==> config.mk <==
export PLATFORM = sky130hd
export DESIGN_NAME = mux_adc_scan_accumulator
export DESIGN_NICKNAME = d
export VERILOG_FILES = /design/src/design/mas_pkg.sv /design/src/design/mas_scan.sv /design/src/design/mas_acc.sv /design/src/design/mux_adc_scan_accumulator.sv
export SDC_FILE = /design/constraint.sdc
export NUM_CORES = 1
export LEC_CHECK = 0
export BUFFER_PORTS_ARGS = -buffer_cell sky130_fd_sc_hd__buf_4
export CORE_UTILIZATION = 30
export CTS_CLUSTER_SIZE = 10
export DETAILED_ROUTE_END_ITERATION = 12
export PLACE_DENSITY = 0.46
export SYNTH_ARGS = -nofsm -noshare
export SYNTH_HDL_FRONTEND = slang
export SYNTH_HIERARCHICAL = 1
export SYNTH_SLANG_ARGS = --single-unit
==> constraint.sdc <==
create_clock -name clk -period 5.4 [get_ports clk]
set_input_delay 0.54 -clock clk [delete_from_list [all_inputs] [get_ports clk]]
set_output_delay 0.54 -clock clk [all_outputs]
set_load 0.01 [all_outputs]
==> src/design/mas_pkg.sv <==
package mas_pkg;

	localparam int INPUTS_PER_MUX = 16;
	localparam int MUX_COUNT      = 2;

	localparam int IDX_W    = (INPUTS_PER_MUX > 1) ? $clog2(INPUTS_PER_MUX) : 1;
	localparam int SLOT_W   = 5;
	localparam int SLOTS    = 1 << SLOT_W;
	localparam int ACC_W    = 15;
	localparam int SAMPLE_W = 10;
	localparam int PASS_W   = 6;
	localparam int SEL_W    = 4;
	localparam int CHAN_W   = 4;
	localparam int SHIFT_W  = 3;
	localparam int CFG_IDX_W  = 2;
	localparam int CFG_DATA_W = 64;

	localparam logic [ACC_W-1:0] ACC_MAX = {ACC_W{1'b1}};

	localparam logic [1:0] REQ_CONV    = 2'd0;
	localparam logic [1:0] REQ_READ    = 2'd1;
	localparam logic [1:0] REQ_RESTART = 2'd2;

	localparam logic [CFG_IDX_W-1:0] CFG_ORDER  = 2'd0;
	localparam logic [CFG_IDX_W-1:0] CFG_CHMAP  = 2'd1;
	localparam logic [CFG_IDX_W-1:0] CFG_TARGET = 2'd2;
	localparam logic [CFG_IDX_W-1:0] CFG_SHIFT  = 2'd3;

	localparam logic [63:0]        ORDER_RST  = 64'hFEDC_BA98_7654_3210;
	localparam logic [7:0]         CHMAP_RST  = 8'h10;
	localparam logic [PASS_W-1:0]  TARGET_RST = 6'd16;
	localparam logic [SHIFT_W-1:0] SHIFT_RST  = 3'd4;

	typedef struct packed {
		logic                conv;
		logic                clr;
		logic [SLOT_W-1:0]   slot;
		logic [SAMPLE_W-1:0] sample;
		logic [SEL_W-1:0]    mux_select;
		logic [CHAN_W-1:0]   adc_channel;
		logic                data_ready;
	} op_t;

endpackage

==> src/design/mas_scan.sv <==
module mas_scan (
	input  logic                              clk,
	input  logic                              arst_n,
	input  logic                              cfg_valid,
	input  logic [mas_pkg::CFG_IDX_W-1:0]     cfg_index,
	input  logic [mas_pkg::CFG_DATA_W-1:0]    cfg_data,
	input  logic                              accept,
	input  logic [1:0]                        req_type,
	input  logic [mas_pkg::SAMPLE_W-1:0]      sample,
	input  logic [mas_pkg::SLOT_W-1:0]        channel_id,
	output mas_pkg::op_t                      op,
	output logic [mas_pkg::SHIFT_W-1:0]       shift
);

	logic [63:0]                     order_q;
	logic [7:0]                      chmap_q;
	logic [mas_pkg::PASS_W-1:0]      target_q;
	logic [mas_pkg::SHIFT_W-1:0]     shift_q;
	logic [mas_pkg::IDX_W-1:0]       pos_q, pos_n;
	logic                            mux_q, mux_n;
	logic [mas_pkg::PASS_W-1:0]      pass_q, pass_n;
	logic                            full, conv, restart;
	logic [3:0]                      pos_x;
	logic [5:0]                      bit_lo;
	logic [mas_pkg::SLOT_W-1:0]      scan_slot;

	always_ff @(posedge clk or negedge arst_n) begin
		if (!arst_n) begin
			order_q  <= mas_pkg::ORDER_RST;
			chmap_q  <= mas_pkg::CHMAP_RST;
			target_q <= mas_pkg::TARGET_RST;
			shift_q  <= mas_pkg::SHIFT_RST;
		end else if (cfg_valid) begin
			case (cfg_index)
				mas_pkg::CFG_ORDER:  order_q  <= cfg_data;
				mas_pkg::CFG_CHMAP:  chmap_q  <= cfg_data[7:0];
				mas_pkg::CFG_TARGET: target_q <= cfg_data[mas_pkg::PASS_W-1:0];
				mas_pkg::CFG_SHIFT:  shift_q  <= cfg_data[mas_pkg::SHIFT_W-1:0];
				default: ;
			endcase
		end
	end

	always_comb begin
		full      = pass_q >= target_q;
		conv      = (req_type == mas_pkg::REQ_CONV) && !full;
		restart   = req_type == mas_pkg::REQ_RESTART;
		scan_slot = mas_pkg::SLOT_W'(mux_q) * mas_pkg::SLOT_W'(mas_pkg::INPUTS_PER_MUX)
			+ mas_pkg::SLOT_W'(pos_q);
		pos_n  = pos_q;
		mux_n  = mux_q;
		pass_n = pass_q;
		if (restart) begin
			pos_n  = '0;
			mux_n  = 1'b0;
			pass_n = '0;
		end else if (conv) begin
			if (pos_q == mas_pkg::IDX_W'(mas_pkg::INPUTS_PER_MUX - 1)) begin
				pos_n = '0;
				if (mux_q == 1'(mas_pkg::MUX_COUNT - 1)) begin
					mux_n  = 1'b0;
					pass_n = pass_q + 1'b1;
				end else begin
					mux_n = mux_q + 1'b1;
				end
			end else begin
				pos_n = pos_q + 1'b1;
			end
		end
		pos_x  = 4'(pos_n);
		bit_lo = {pos_x, 2'b00};

		op.conv        = conv;
		op.clr         = req_type == mas_pkg::REQ_READ;
		op.slot        = op.clr ? channel_id : scan_slot;
		op.sample      = sample;
		op.mux_select  = order_q[bit_lo +: mas_pkg::SEL_W];
		op.adc_channel = mux_n ? chmap_q[7:4] : chmap_q[3:0];
		op.data_ready  = pass_n >= target_q;
	end

	always_ff @(posedge clk or negedge arst_n) begin
		if (!arst_n) begin
			pos_q  <= '0;
			mux_q  <= 1'b0;
			pass_q <= '0;
		end else if (accept) begin
			pos_q  <= pos_n;
			mux_q  <= mux_n;
			pass_q <= pass_n;
		end
	end

	assign shift = shift_q;

endmodule

==> src/design/mas_acc.sv <==
module mas_acc (
	input  logic                          clk,
	input  logic                          arst_n,
	input  logic                          accept,
	input  mas_pkg::op_t                  op,
	input  logic [mas_pkg::SHIFT_W-1:0]   shift,
	output logic                          busy,
	output logic                          rsp_valid,
	input  logic                          rsp_stall,
	output logic [mas_pkg::SEL_W-1:0]     mux_select,
	output logic [mas_pkg::CHAN_W-1:0]    adc_channel,
	output logic [mas_pkg::ACC_W-1:0]     value,
	output logic                          data_ready
);

	logic [mas_pkg::ACC_W-1:0]  mem [mas_pkg::SLOTS];
	logic [mas_pkg::SLOTS-1:0]  vld_q;

	logic                       v_s1;
	mas_pkg::op_t               op_s1;
	logic [mas_pkg::ACC_W-1:0]  rdata_s1;
	logic                       vld_s1;
	logic                       fwd_s1;
	logic [mas_pkg::ACC_W-1:0]  fwd_data_s1;

	logic                       advance, wr_en;
	logic [mas_pkg::ACC_W-1:0]  old, wr_data, val;
	logic [mas_pkg::ACC_W:0]    sum;

	logic                       rsp_v_q;
	logic [mas_pkg::SEL_W-1:0]  sel_q;
	logic [mas_pkg::CHAN_W-1:0] chan_q;
	logic [mas_pkg::ACC_W-1:0]  value_q;
	logic                       ready_q;

	always_comb begin
		advance = v_s1 && !(rsp_v_q && rsp_stall);
		busy    = v_s1 && !advance;
		wr_en   = advance && (op_s1.conv || op_s1.clr);
		old     = fwd_s1 ? fwd_data_s1 : (vld_s1 ? rdata_s1 : '0);
		sum     = {1'b0, old} + (mas_pkg::ACC_W + 1)'(op_s1.sample);
		if (op_s1.clr) begin
			wr_data = '0;
			val     = old >> shift;
		end else begin
			wr_data = sum[mas_pkg::ACC_W] ? mas_pkg::ACC_MAX : sum[mas_pkg::ACC_W-1:0];
			val     = '0;
		end
	end

	always_ff @(posedge clk) begin
		if (wr_en)
			mem[op_s1.slot] <= wr_data;
		if (accept)
			rdata_s1 <= mem[op.slot];
	end

	always_ff @(posedge clk or negedge arst_n) begin
		if (!arst_n) begin
			vld_q <= '0;
		end else if (wr_en) begin
			vld_q[op_s1.slot] <= 1'b1;
		end
	end

	// read-modify-write stage; forward the write that lands with the read
	always_ff @(posedge clk or negedge arst_n) begin
		if (!arst_n) begin
			v_s1 <= 1'b0;
		end else if (accept) begin
			v_s1 <= 1'b1;
		end else if (advance) begin
			v_s1 <= 1'b0;
		end
	end

	always_ff @(posedge clk) begin
		if (accept) begin
			op_s1       <= op;
			vld_s1      <= vld_q[op.slot];
			fwd_s1      <= wr_en && (op_s1.slot == op.slot);
			fwd_data_s1 <= wr_data;
		end
	end

	always_ff @(posedge clk or negedge arst_n) begin
		if (!arst_n) begin
			rsp_v_q <= 1'b0;
		end else if (advance) begin
			rsp_v_q <= 1'b1;
		end else if (!rsp_stall) begin
			rsp_v_q <= 1'b0;
		end
	end

	always_ff @(posedge clk) begin
		if (advance) begin
			sel_q   <= op_s1.mux_select;
			chan_q  <= op_s1.adc_channel;
			value_q <= val;
			ready_q <= op_s1.data_ready;
		end
	end

	assign rsp_valid   = rsp_v_q;
	assign mux_select  = sel_q;
	assign adc_channel = chan_q;
	assign value       = value_q;
	assign data_ready  = ready_q;

endmodule

==> src/design/mux_adc_scan_accumulator.sv <==
// channel | handshake              | transfer carries
// req     | req_valid / req_stall  | req_type, sample, channel_id
// rsp     | rsp_valid / rsp_stall  | mux_select, adc_channel, value, data_ready
// cfg     | cfg_valid / cfg_ready  | cfg_index, cfg_data
//
// One request per cycle while req_stall is low; its response passes through the accumulator
// RAM read stage and then the response register.
// Scan position and pass count update at request transfer; the RAM write lands when the request leaves the read stage.
// req_stall rises only while a response is held by rsp_stall with another behind it.
// Reset clears scan state, accumulator valid bits and loads register defaults.
module mux_adc_scan_accumulator (
	input  logic                              clk,
	input  logic                              arst_n,
	input  logic                              req_valid,
	output logic                              req_stall,
	input  logic [1:0]                        req_type,
	input  logic [mas_pkg::SAMPLE_W-1:0]      sample,
	input  logic [mas_pkg::SLOT_W-1:0]        channel_id,
	output logic                              rsp_valid,
	input  logic                              rsp_stall,
	output logic [mas_pkg::SEL_W-1:0]         mux_select,
	output logic [mas_pkg::CHAN_W-1:0]        adc_channel,
	output logic [mas_pkg::ACC_W-1:0]         value,
	output logic                              data_ready,
	input  logic                              cfg_valid,
	output logic                              cfg_ready,
	input  logic [mas_pkg::CFG_IDX_W-1:0]     cfg_index,
	input  logic [mas_pkg::CFG_DATA_W-1:0]    cfg_data
);

	mas_pkg::op_t                  op;
	logic [mas_pkg::SHIFT_W-1:0]   shift;
	logic                          busy;
	logic                          accept;

	assign req_stall = busy;
	assign accept    = req_valid && !busy;
	assign cfg_ready = 1'b1;

	mas_scan u_scan (
		.clk        (clk),
		.arst_n     (arst_n),
		.cfg_valid  (cfg_valid),
		.cfg_index  (cfg_index),
		.cfg_data   (cfg_data),
		.accept     (accept),
		.req_type   (req_type),
		.sample     (sample),
		.channel_id (channel_id),
		.op         (op),
		.shift      (shift)
	);

	mas_acc u_acc (
		.clk         (clk),
		.arst_n      (arst_n),
		.accept      (accept),
		.op          (op),
		.shift       (shift),
		.busy        (busy),
		.rsp_valid   (rsp_valid),
		.rsp_stall   (rsp_stall),
		.mux_select  (mux_select),
		.adc_channel (adc_channel),
		.value       (value),
		.data_ready  (data_ready)
	);

endmodule

---- Word level (Yosys, flattened, before mapping) ----
Memories as Yosys holds them, arrays and structs flattened. A register that Yosys moved wholly into a read port is not among the register bits.
Cells that the tools add are included.
cells by class
  $add $sub $neg .......................... 5
  order comparisons ....................... 5
  eq/ne operators ......................... 8
  shift operators ......................... 2
  muxes and demuxes ....................... 27
  bitwise operators ....................... 1
  reduce and logical (&&, ||, !) cells .... 20
operators with widths
  kind                 number
  $shiftx 64x7->4      1
  $mux 15              4
  $or 32x32->32        1
  $mux 6               4
  $add 15x10->16       1
  $mux 4               4
  $shr 15x3->15        1
  $ge 6x6->1           2
  $lt 5x6->1 const B   2
  $mux 1               12
  $logic_and 1x1->1    8
  $reduce_and 2->1     4
  $add 6x1->6 const B  1
  $eq 2x2->1 const B   3
  $add 5x4->5          1
  $bmux 1 s5           1
  $demux 1 s5          1
  $eq 5x5->1           1
  $ge 5x1->1 const B   1
  $mux 5               1
  $add 4x1->4 const B  1
  $eq 2x1->1 const B   2
  $eq 4x4->1 const B   1
  $logic_not 1->1      4
  5 further kinds      6
word-level totals
  flip-flop bits (word level) ............. 193
  RAM bits ................................ 480
  word-level logic and storage cells ...... 93
  memories ................................ 1
memories
  name       depth  width  rd ports  clocked after Yosys merged registers in  write ports  RTL line       RTL
  u_acc.mem  32     15     1         1                                        1            mas_acc.sv:16  logic [mas_pkg::ACC_W-1:0] mem [mas_pkg::SLOTS];

---- Longest topological paths before layout ----
  depth after elaboration ................. 8
  gate-level depth with buffers ........... 15
  mapped depth without buffers ............ 15

---- Hierarchy ----
Netlist, hierarchy kept.
by module, submodules not included
  module                    times used  cells an instance  area an instance (um2)
  mas_acc                   1           1,102              23,575.1
  mas_scan                  1           344                4,833.4
  mux_adc_scan_accumulator  1           3                  25.0

---- Least setup slack after synthesis ----
Ideal clock, no wire load.
  kind .................................... register to register
  from .................................... reg u_acc.vld_s1
  to ...................................... reg u_acc/fwd_data_s1[14] (netlist bit) (data pin)
  arrival ................................. 3.794 ns
  required time ........................... 4.925 ns
  path slack .............................. 1.131 ns
  cell stages (with the launch flop) ...... 14
  buffers on the path ..................... 3
  path through ............................ edfxtp_1 nor2b_1 buf_2 buf_2 a22oi_1 inv_1 ha_1 clkbuf_1 nand3_1 o2111a_1 nor3b_1 nor2_1 nor4b_1 a211oi_1
on the way
  longest elaborated chain between the ends .. 5
RTL lines
  item                              RTL line       RTL
  start, declared                   mas_acc.sv:22  logic vld_s1;
  start signal, assigned            mas_acc.sv:80  vld_s1 <= vld_q[op.slot];
  $mux 15 (2 in a row)              mas_acc.sv:40  old = fwd_s1 ? fwd_data_s1 : (vld_s1 ? rdata_s1 : '0);
  $add 15x10->16                    mas_acc.sv:41  sum = {1'b0, old} + (mas_pkg::ACC_W + 1)'(op_s1.sample);
  $mux 15                           mas_acc.sv:46  wr_data = sum[mas_pkg::ACC_W] ? mas_pkg::ACC_MAX : sum[mas_pkg::ACC_W-1:0];
  $mux 15                           mas_acc.sv:42  if (op_s1.clr) begin
  named net u_acc.wr_data, one bit  mas_acc.sv:27  logic [mas_pkg::ACC_W-1:0] old, wr_data, val;
  end signal, assigned              mas_acc.sv:82  fwd_data_s1 <= wr_data;
  end, declared                     mas_acc.sv:24  logic [mas_pkg::ACC_W-1:0] fwd_data_s1;
The timed path passes the listed nets, and every way through them passes these cells.
A chain may end at the register's enable or synchronous reset.

---- Final worst setup path ----
  from .................................... reg u_acc.fwd_s1
  to ...................................... mem u_acc/mem[15][14] (netlist bit) (data pin)
on the way
  longest elaborated chain between the ends .. 4
RTL lines
  item                              RTL line       RTL
  start, declared                   mas_acc.sv:23  logic fwd_s1;
  start signal, assigned            mas_acc.sv:81  fwd_s1 <= wr_en && (op_s1.slot == op.slot);
  $mux 15                           mas_acc.sv:40
  $add 15x10->16                    mas_acc.sv:41
  $mux 15                           mas_acc.sv:46
  $mux 15                           mas_acc.sv:42
  named net u_acc.wr_data, one bit  mas_acc.sv:27
  end, declared                     mas_acc.sv:16
The timed path passes the listed nets, and every way through them passes these cells.

==> run summary <==
NetSw: 4.25 mW
die area: 0.0960 mm^2
Worst R2R Setup Slack: 1.09 ns
Net Sw Frac: 0.275
post-route setup TNS: 0 ns
synthesized flop and latch total: 688
Top Ports: 115
vias in the first global route: 15.3k
multi-input logic area: 0.00803 mm^2
Placed Cells: 2,794
fillers: 8,784
DRC Markers: 0
cell area power density: 461 mW/mm^2
Remaining Overflow, GRT: 0
Avg Cell Area, Syn: 19.6 um^2
GRT Total Usage: 0.151
global-route wire length before repair: 105,000 um
root buffer cell: clkbuf_16
Max-slew headroom: 0.140
Max Clock Skew: 0.0287 ns
CP Max Fanout: 33
synth unique cells: 70
H-tree depth: 3
status: completed
Critical Path RT: 5.65 ns
Nets: 1,738
ys async rst share: 0.183
P_int: 11.2 mW
latest clock arrival within the worst-skew pair: 0.64 ns
# setup viols final: 0
Clk pwr share: 0.326
PortBufs: 113
Bufs and invs on worst path: 2
storage element area: 0.0201 mm^2
hold buffer count at cts: 0
drt pass-1 iters: 5
DR WL/cell: 24.3 um
clk buf depth: 3
Syn Inst Count: 1,449
Routed Antenna Nets: 0
Final Hold Fails: 0
share of layout cells above drive strength 1: 0.395
Logic pwr share: 0.227
CP top delay family: compound AO/OA/AOI/OAI gates
Area Growth Syn to Fin: 17.8%
Final Max Tran Viols: 0
worst r2r src: u_acc/fwd_s1
part of the cycle the worst path needs: 0.798
syn_nets: 1,563
DIE HEIGHT: 310 um
Num CTS Buffers: 82
# Max-Cap Violations: 0
largest net degree at the start of global routing: 65
Setup crit end kind: flop
# clock sinks: 688
die width: 310 um
Final GP Congestion: 0.768
highest clock rate: 232 MHz
Flop pwr share: 0.446
unrepaired setup endpoints after global routing: false
crit start category: flop
Top FF cell, synth: edfxtp_1
hpwl dp: 41,500 um
critical path's slowest cell: a211oi_4
r2r worst-path depth: 11
CTS tree: built
Peak VDD IR: 0.000207 V
Core Region: 0.0936 mm^2
type of the most critical hold path: in2async
antenna violations before repair: 0
site row count: 112
Reg clk slew, reported paths: 0.06 ns
Min Clock Period, post-route: 4.31 ns
sequential area share after synthesis: 0.706
vias: 14.3k
initial drt markers: 1,070
critical path class: reg2reg
Worst EP arrival: 4.55 ns
Worst R2R End: u_acc/mem[15][14]
critical path cell sequence: nor2b_1 > buf_4 > a22oi_1 > inv_1 > ha_1 > nand3_1 > o2111a_1 > nor3b_1 > nor2_1 > nor4b_1 > a211oi_4
postcts setup bufs: 0
Synth warnings: 6
Starting Density: 0.304
EDFF count, synth: 562
max incr delay on CP: 1.07 ns
LEAKAGE: 11.4 nW
WL final: 71,000 um
synthesized area: 0.0284 mm^2
Least-Margin Pin Slew: 1.29 ns
Final Non-Filler Cells: 2,922
Vias/cell: 4.88
post-cts sizing count: 0
==> layout make-up <==
| cell class | count | area share |
|---|---|---|
| antenna | 2 | 0.000149 |
| multi-input combinational | 657 | 0.240 |
| inverter | 20 | 0.00224 |
| clock buffer | 116 | 0.0666 |
| sequential | 688 | 0.599 |
| timing repair buffer | 175 | 0.0407 |
| tap | 1254 | 0.0468 |
| clock inverter | 10 | 0.00448 |
==> cells in the mapped netlist, drive strengths merged, types with 2 or more instances <==
| cell | instances | area share |
|---|---|---|
| nand4 | 2 | 0.00044 |
| dfrtp | 91 | 0.080 |
| and2 | 4 | 0.00088 |
| nand2b | 8 | 0.0018 |
| o211a | 8 | 0.0028 |
| a22oi | 7 | 0.0023 |
| and3 | 3 | 0.00066 |
| nor4 | 2 | 0.00044 |
| nor2b | 8 | 0.0020 |
| dfstp | 35 | 0.032 |
| nor2 | 58 | 0.0077 |
| inv | 19 | 0.0025 |
| o21bai | 16 | 0.0042 |
| o31ai | 2 | 0.00070 |
| nand2 | 42 | 0.0056 |
| nand3 | 13 | 0.0025 |
| edfxtp | 562 | 0.59 |
| or2 | 19 | 0.0042 |
| nor3 | 4 | 0.0011 |
| mux2i | 22 | 0.0079 |
| a22o | 10 | 0.0031 |
| a21oi | 22 | 0.0039 |
| a211oi | 6 | 0.0018 |
| clkbuf | 43 | 0.0057 |
| xor2 | 7 | 0.0022 |
| xnor2 | 13 | 0.0040 |
| ha | 25 | 0.011 |
| o21ai | 23 | 0.0040 |
| a31oi | 5 | 0.0011 |
| nor3b | 3 | 0.00079 |
| mux4 | 181 | 0.14 |
| nand3b | 2 | 0.00053 |
| o21a | 2 | 0.00053 |
| and4 | 2 | 0.00062 |
| a21o | 5 | 0.0013 |
| mux2 | 110 | 0.044 |
| o211ai | 8 | 0.0023 |
| buf | 41 | 0.0099 |
==> routing by layer <==
metal  vias up  share of wire  global-route usage
li1       6180              -                   -
met1      7712           0.44               0.204
met5         -              0                   0
met3       102          0.040              0.0248
met2       270           0.49               0.248
met4         0          0.022              0.0485
==> worst reg2reg max path, stage by stage, from the launching register on <==
cell and delay, ns:
edfxtp_1 0.82, nor2b_1 0.10, buf_4 0.22, a22oi_1 0.31, inv_1 0.11, ha_1 0.42
nand3_1 0.10, o2111a_1 0.28, nor3b_1 0.18, nor2_1 0.15, nor4b_1 0.11, a211oi_4 1.07
==> power groups by stage <==
stage	logic, mW	clock network, mW	registers (mW)
global route	3.83	5.38	6.95
global placement	3.54	0	6.99
floorplan	2.40	0	6.91
finish	3.52	5.04	6.90
CTS	3.59	5.20	6.91
detailed placement	3.58	0	7.01
==> kinds of logic (layout without fill, tap and decap cells) <==
logic type / count (synthesis) / after routing / share of synthesized area
compound gates: 124 / 124 / 0.0320
other cells: 1 / 3 / 0.000132
simple gates: 173 / 173 / 0.0300
flops: 688 / 688 / 0.706
mux: 313 / 313 / 0.196
fa+ha+maj: 26 / 26 / 0.0117
buf+inv: 104 / 321 / 0.0183
xor+xnor: 20 / 20 / 0.00616
==> per-stage QoR <==
step	setup WS [ns]	power [mW]	util	hold WS, ns	area [um^2]
floorplan	1.13	9.31	-	0.244	28400
global placement	1.31	10.5	0.332	0.401	31100
detailed placement	1.17	10.6	0.332	0.405	31100
CTS	1.16	15.7	0.358	0.0127	33500
global route	0.796	16.2	0.358	0.0494	33500
finish	1.09	15.5	0.358	0.00789	33500
==> cells in the final DEF (no fill, tap or decap), types with 10 or more instances in the layout <==
cell,count
or2_2,19
dfstp_2,35
mux2_2,107
inv_1,19
o21bai_1,16
buf_4,171
ha_1,25
nand3_1,12
xnor2_1,13
a21oi_2,12
dfrtp_1,91
a21oi_1,10
a22o_1,10
nor2_1,33
edfxtp_1,562
mux4_2,174
clkbuf_16,84
nand2_1,41
nor2_2,21
mux2i_1,21
clkbuf_1,31
o21ai_0,20
==> sequential cells by signal, indices dropped and copies added, names as in the netlist, 3 cells and up <==
name               flops
u_acc/fwd_data_s1     15
u_scan/pos_q           4
u_scan/pass_q          6
u_scan/order_q        64
u_acc/rdata_s1        15
u_scan/chmap_q         8
u_scan/shift           3
u_acc/vld_q           32
u_acc/adc_channel      4
u_acc/value           15
u_acc/mux_select       4
u_acc/op_s1           26
u_acc/mem            480
u_scan/target_q        6
==> worst max-delay path by stage <==
stage,startpoint,to,slack [ns],cells after the start
2_1_floorplan,u_acc/vld_s1,u_acc/fwd_data_s1[14],1.13,13
3_3_place_gp,u_acc/fwd_s1,u_acc/mem[10][14],1.31,12
3_5_place_dp,u_acc/fwd_s1,u_acc/mem[14][0],1.17,11
4_1_cts,u_acc/fwd_s1,u_acc/mem[15][0],1.16,11
5_1_grt,u_acc/fwd_s1,u_acc/mem[15][14],0.80,12
6_report,u_acc/fwd_s1,u_acc/mem[15][14],1.09,11
Note: power is estimated with default switching activity, not from simulation.
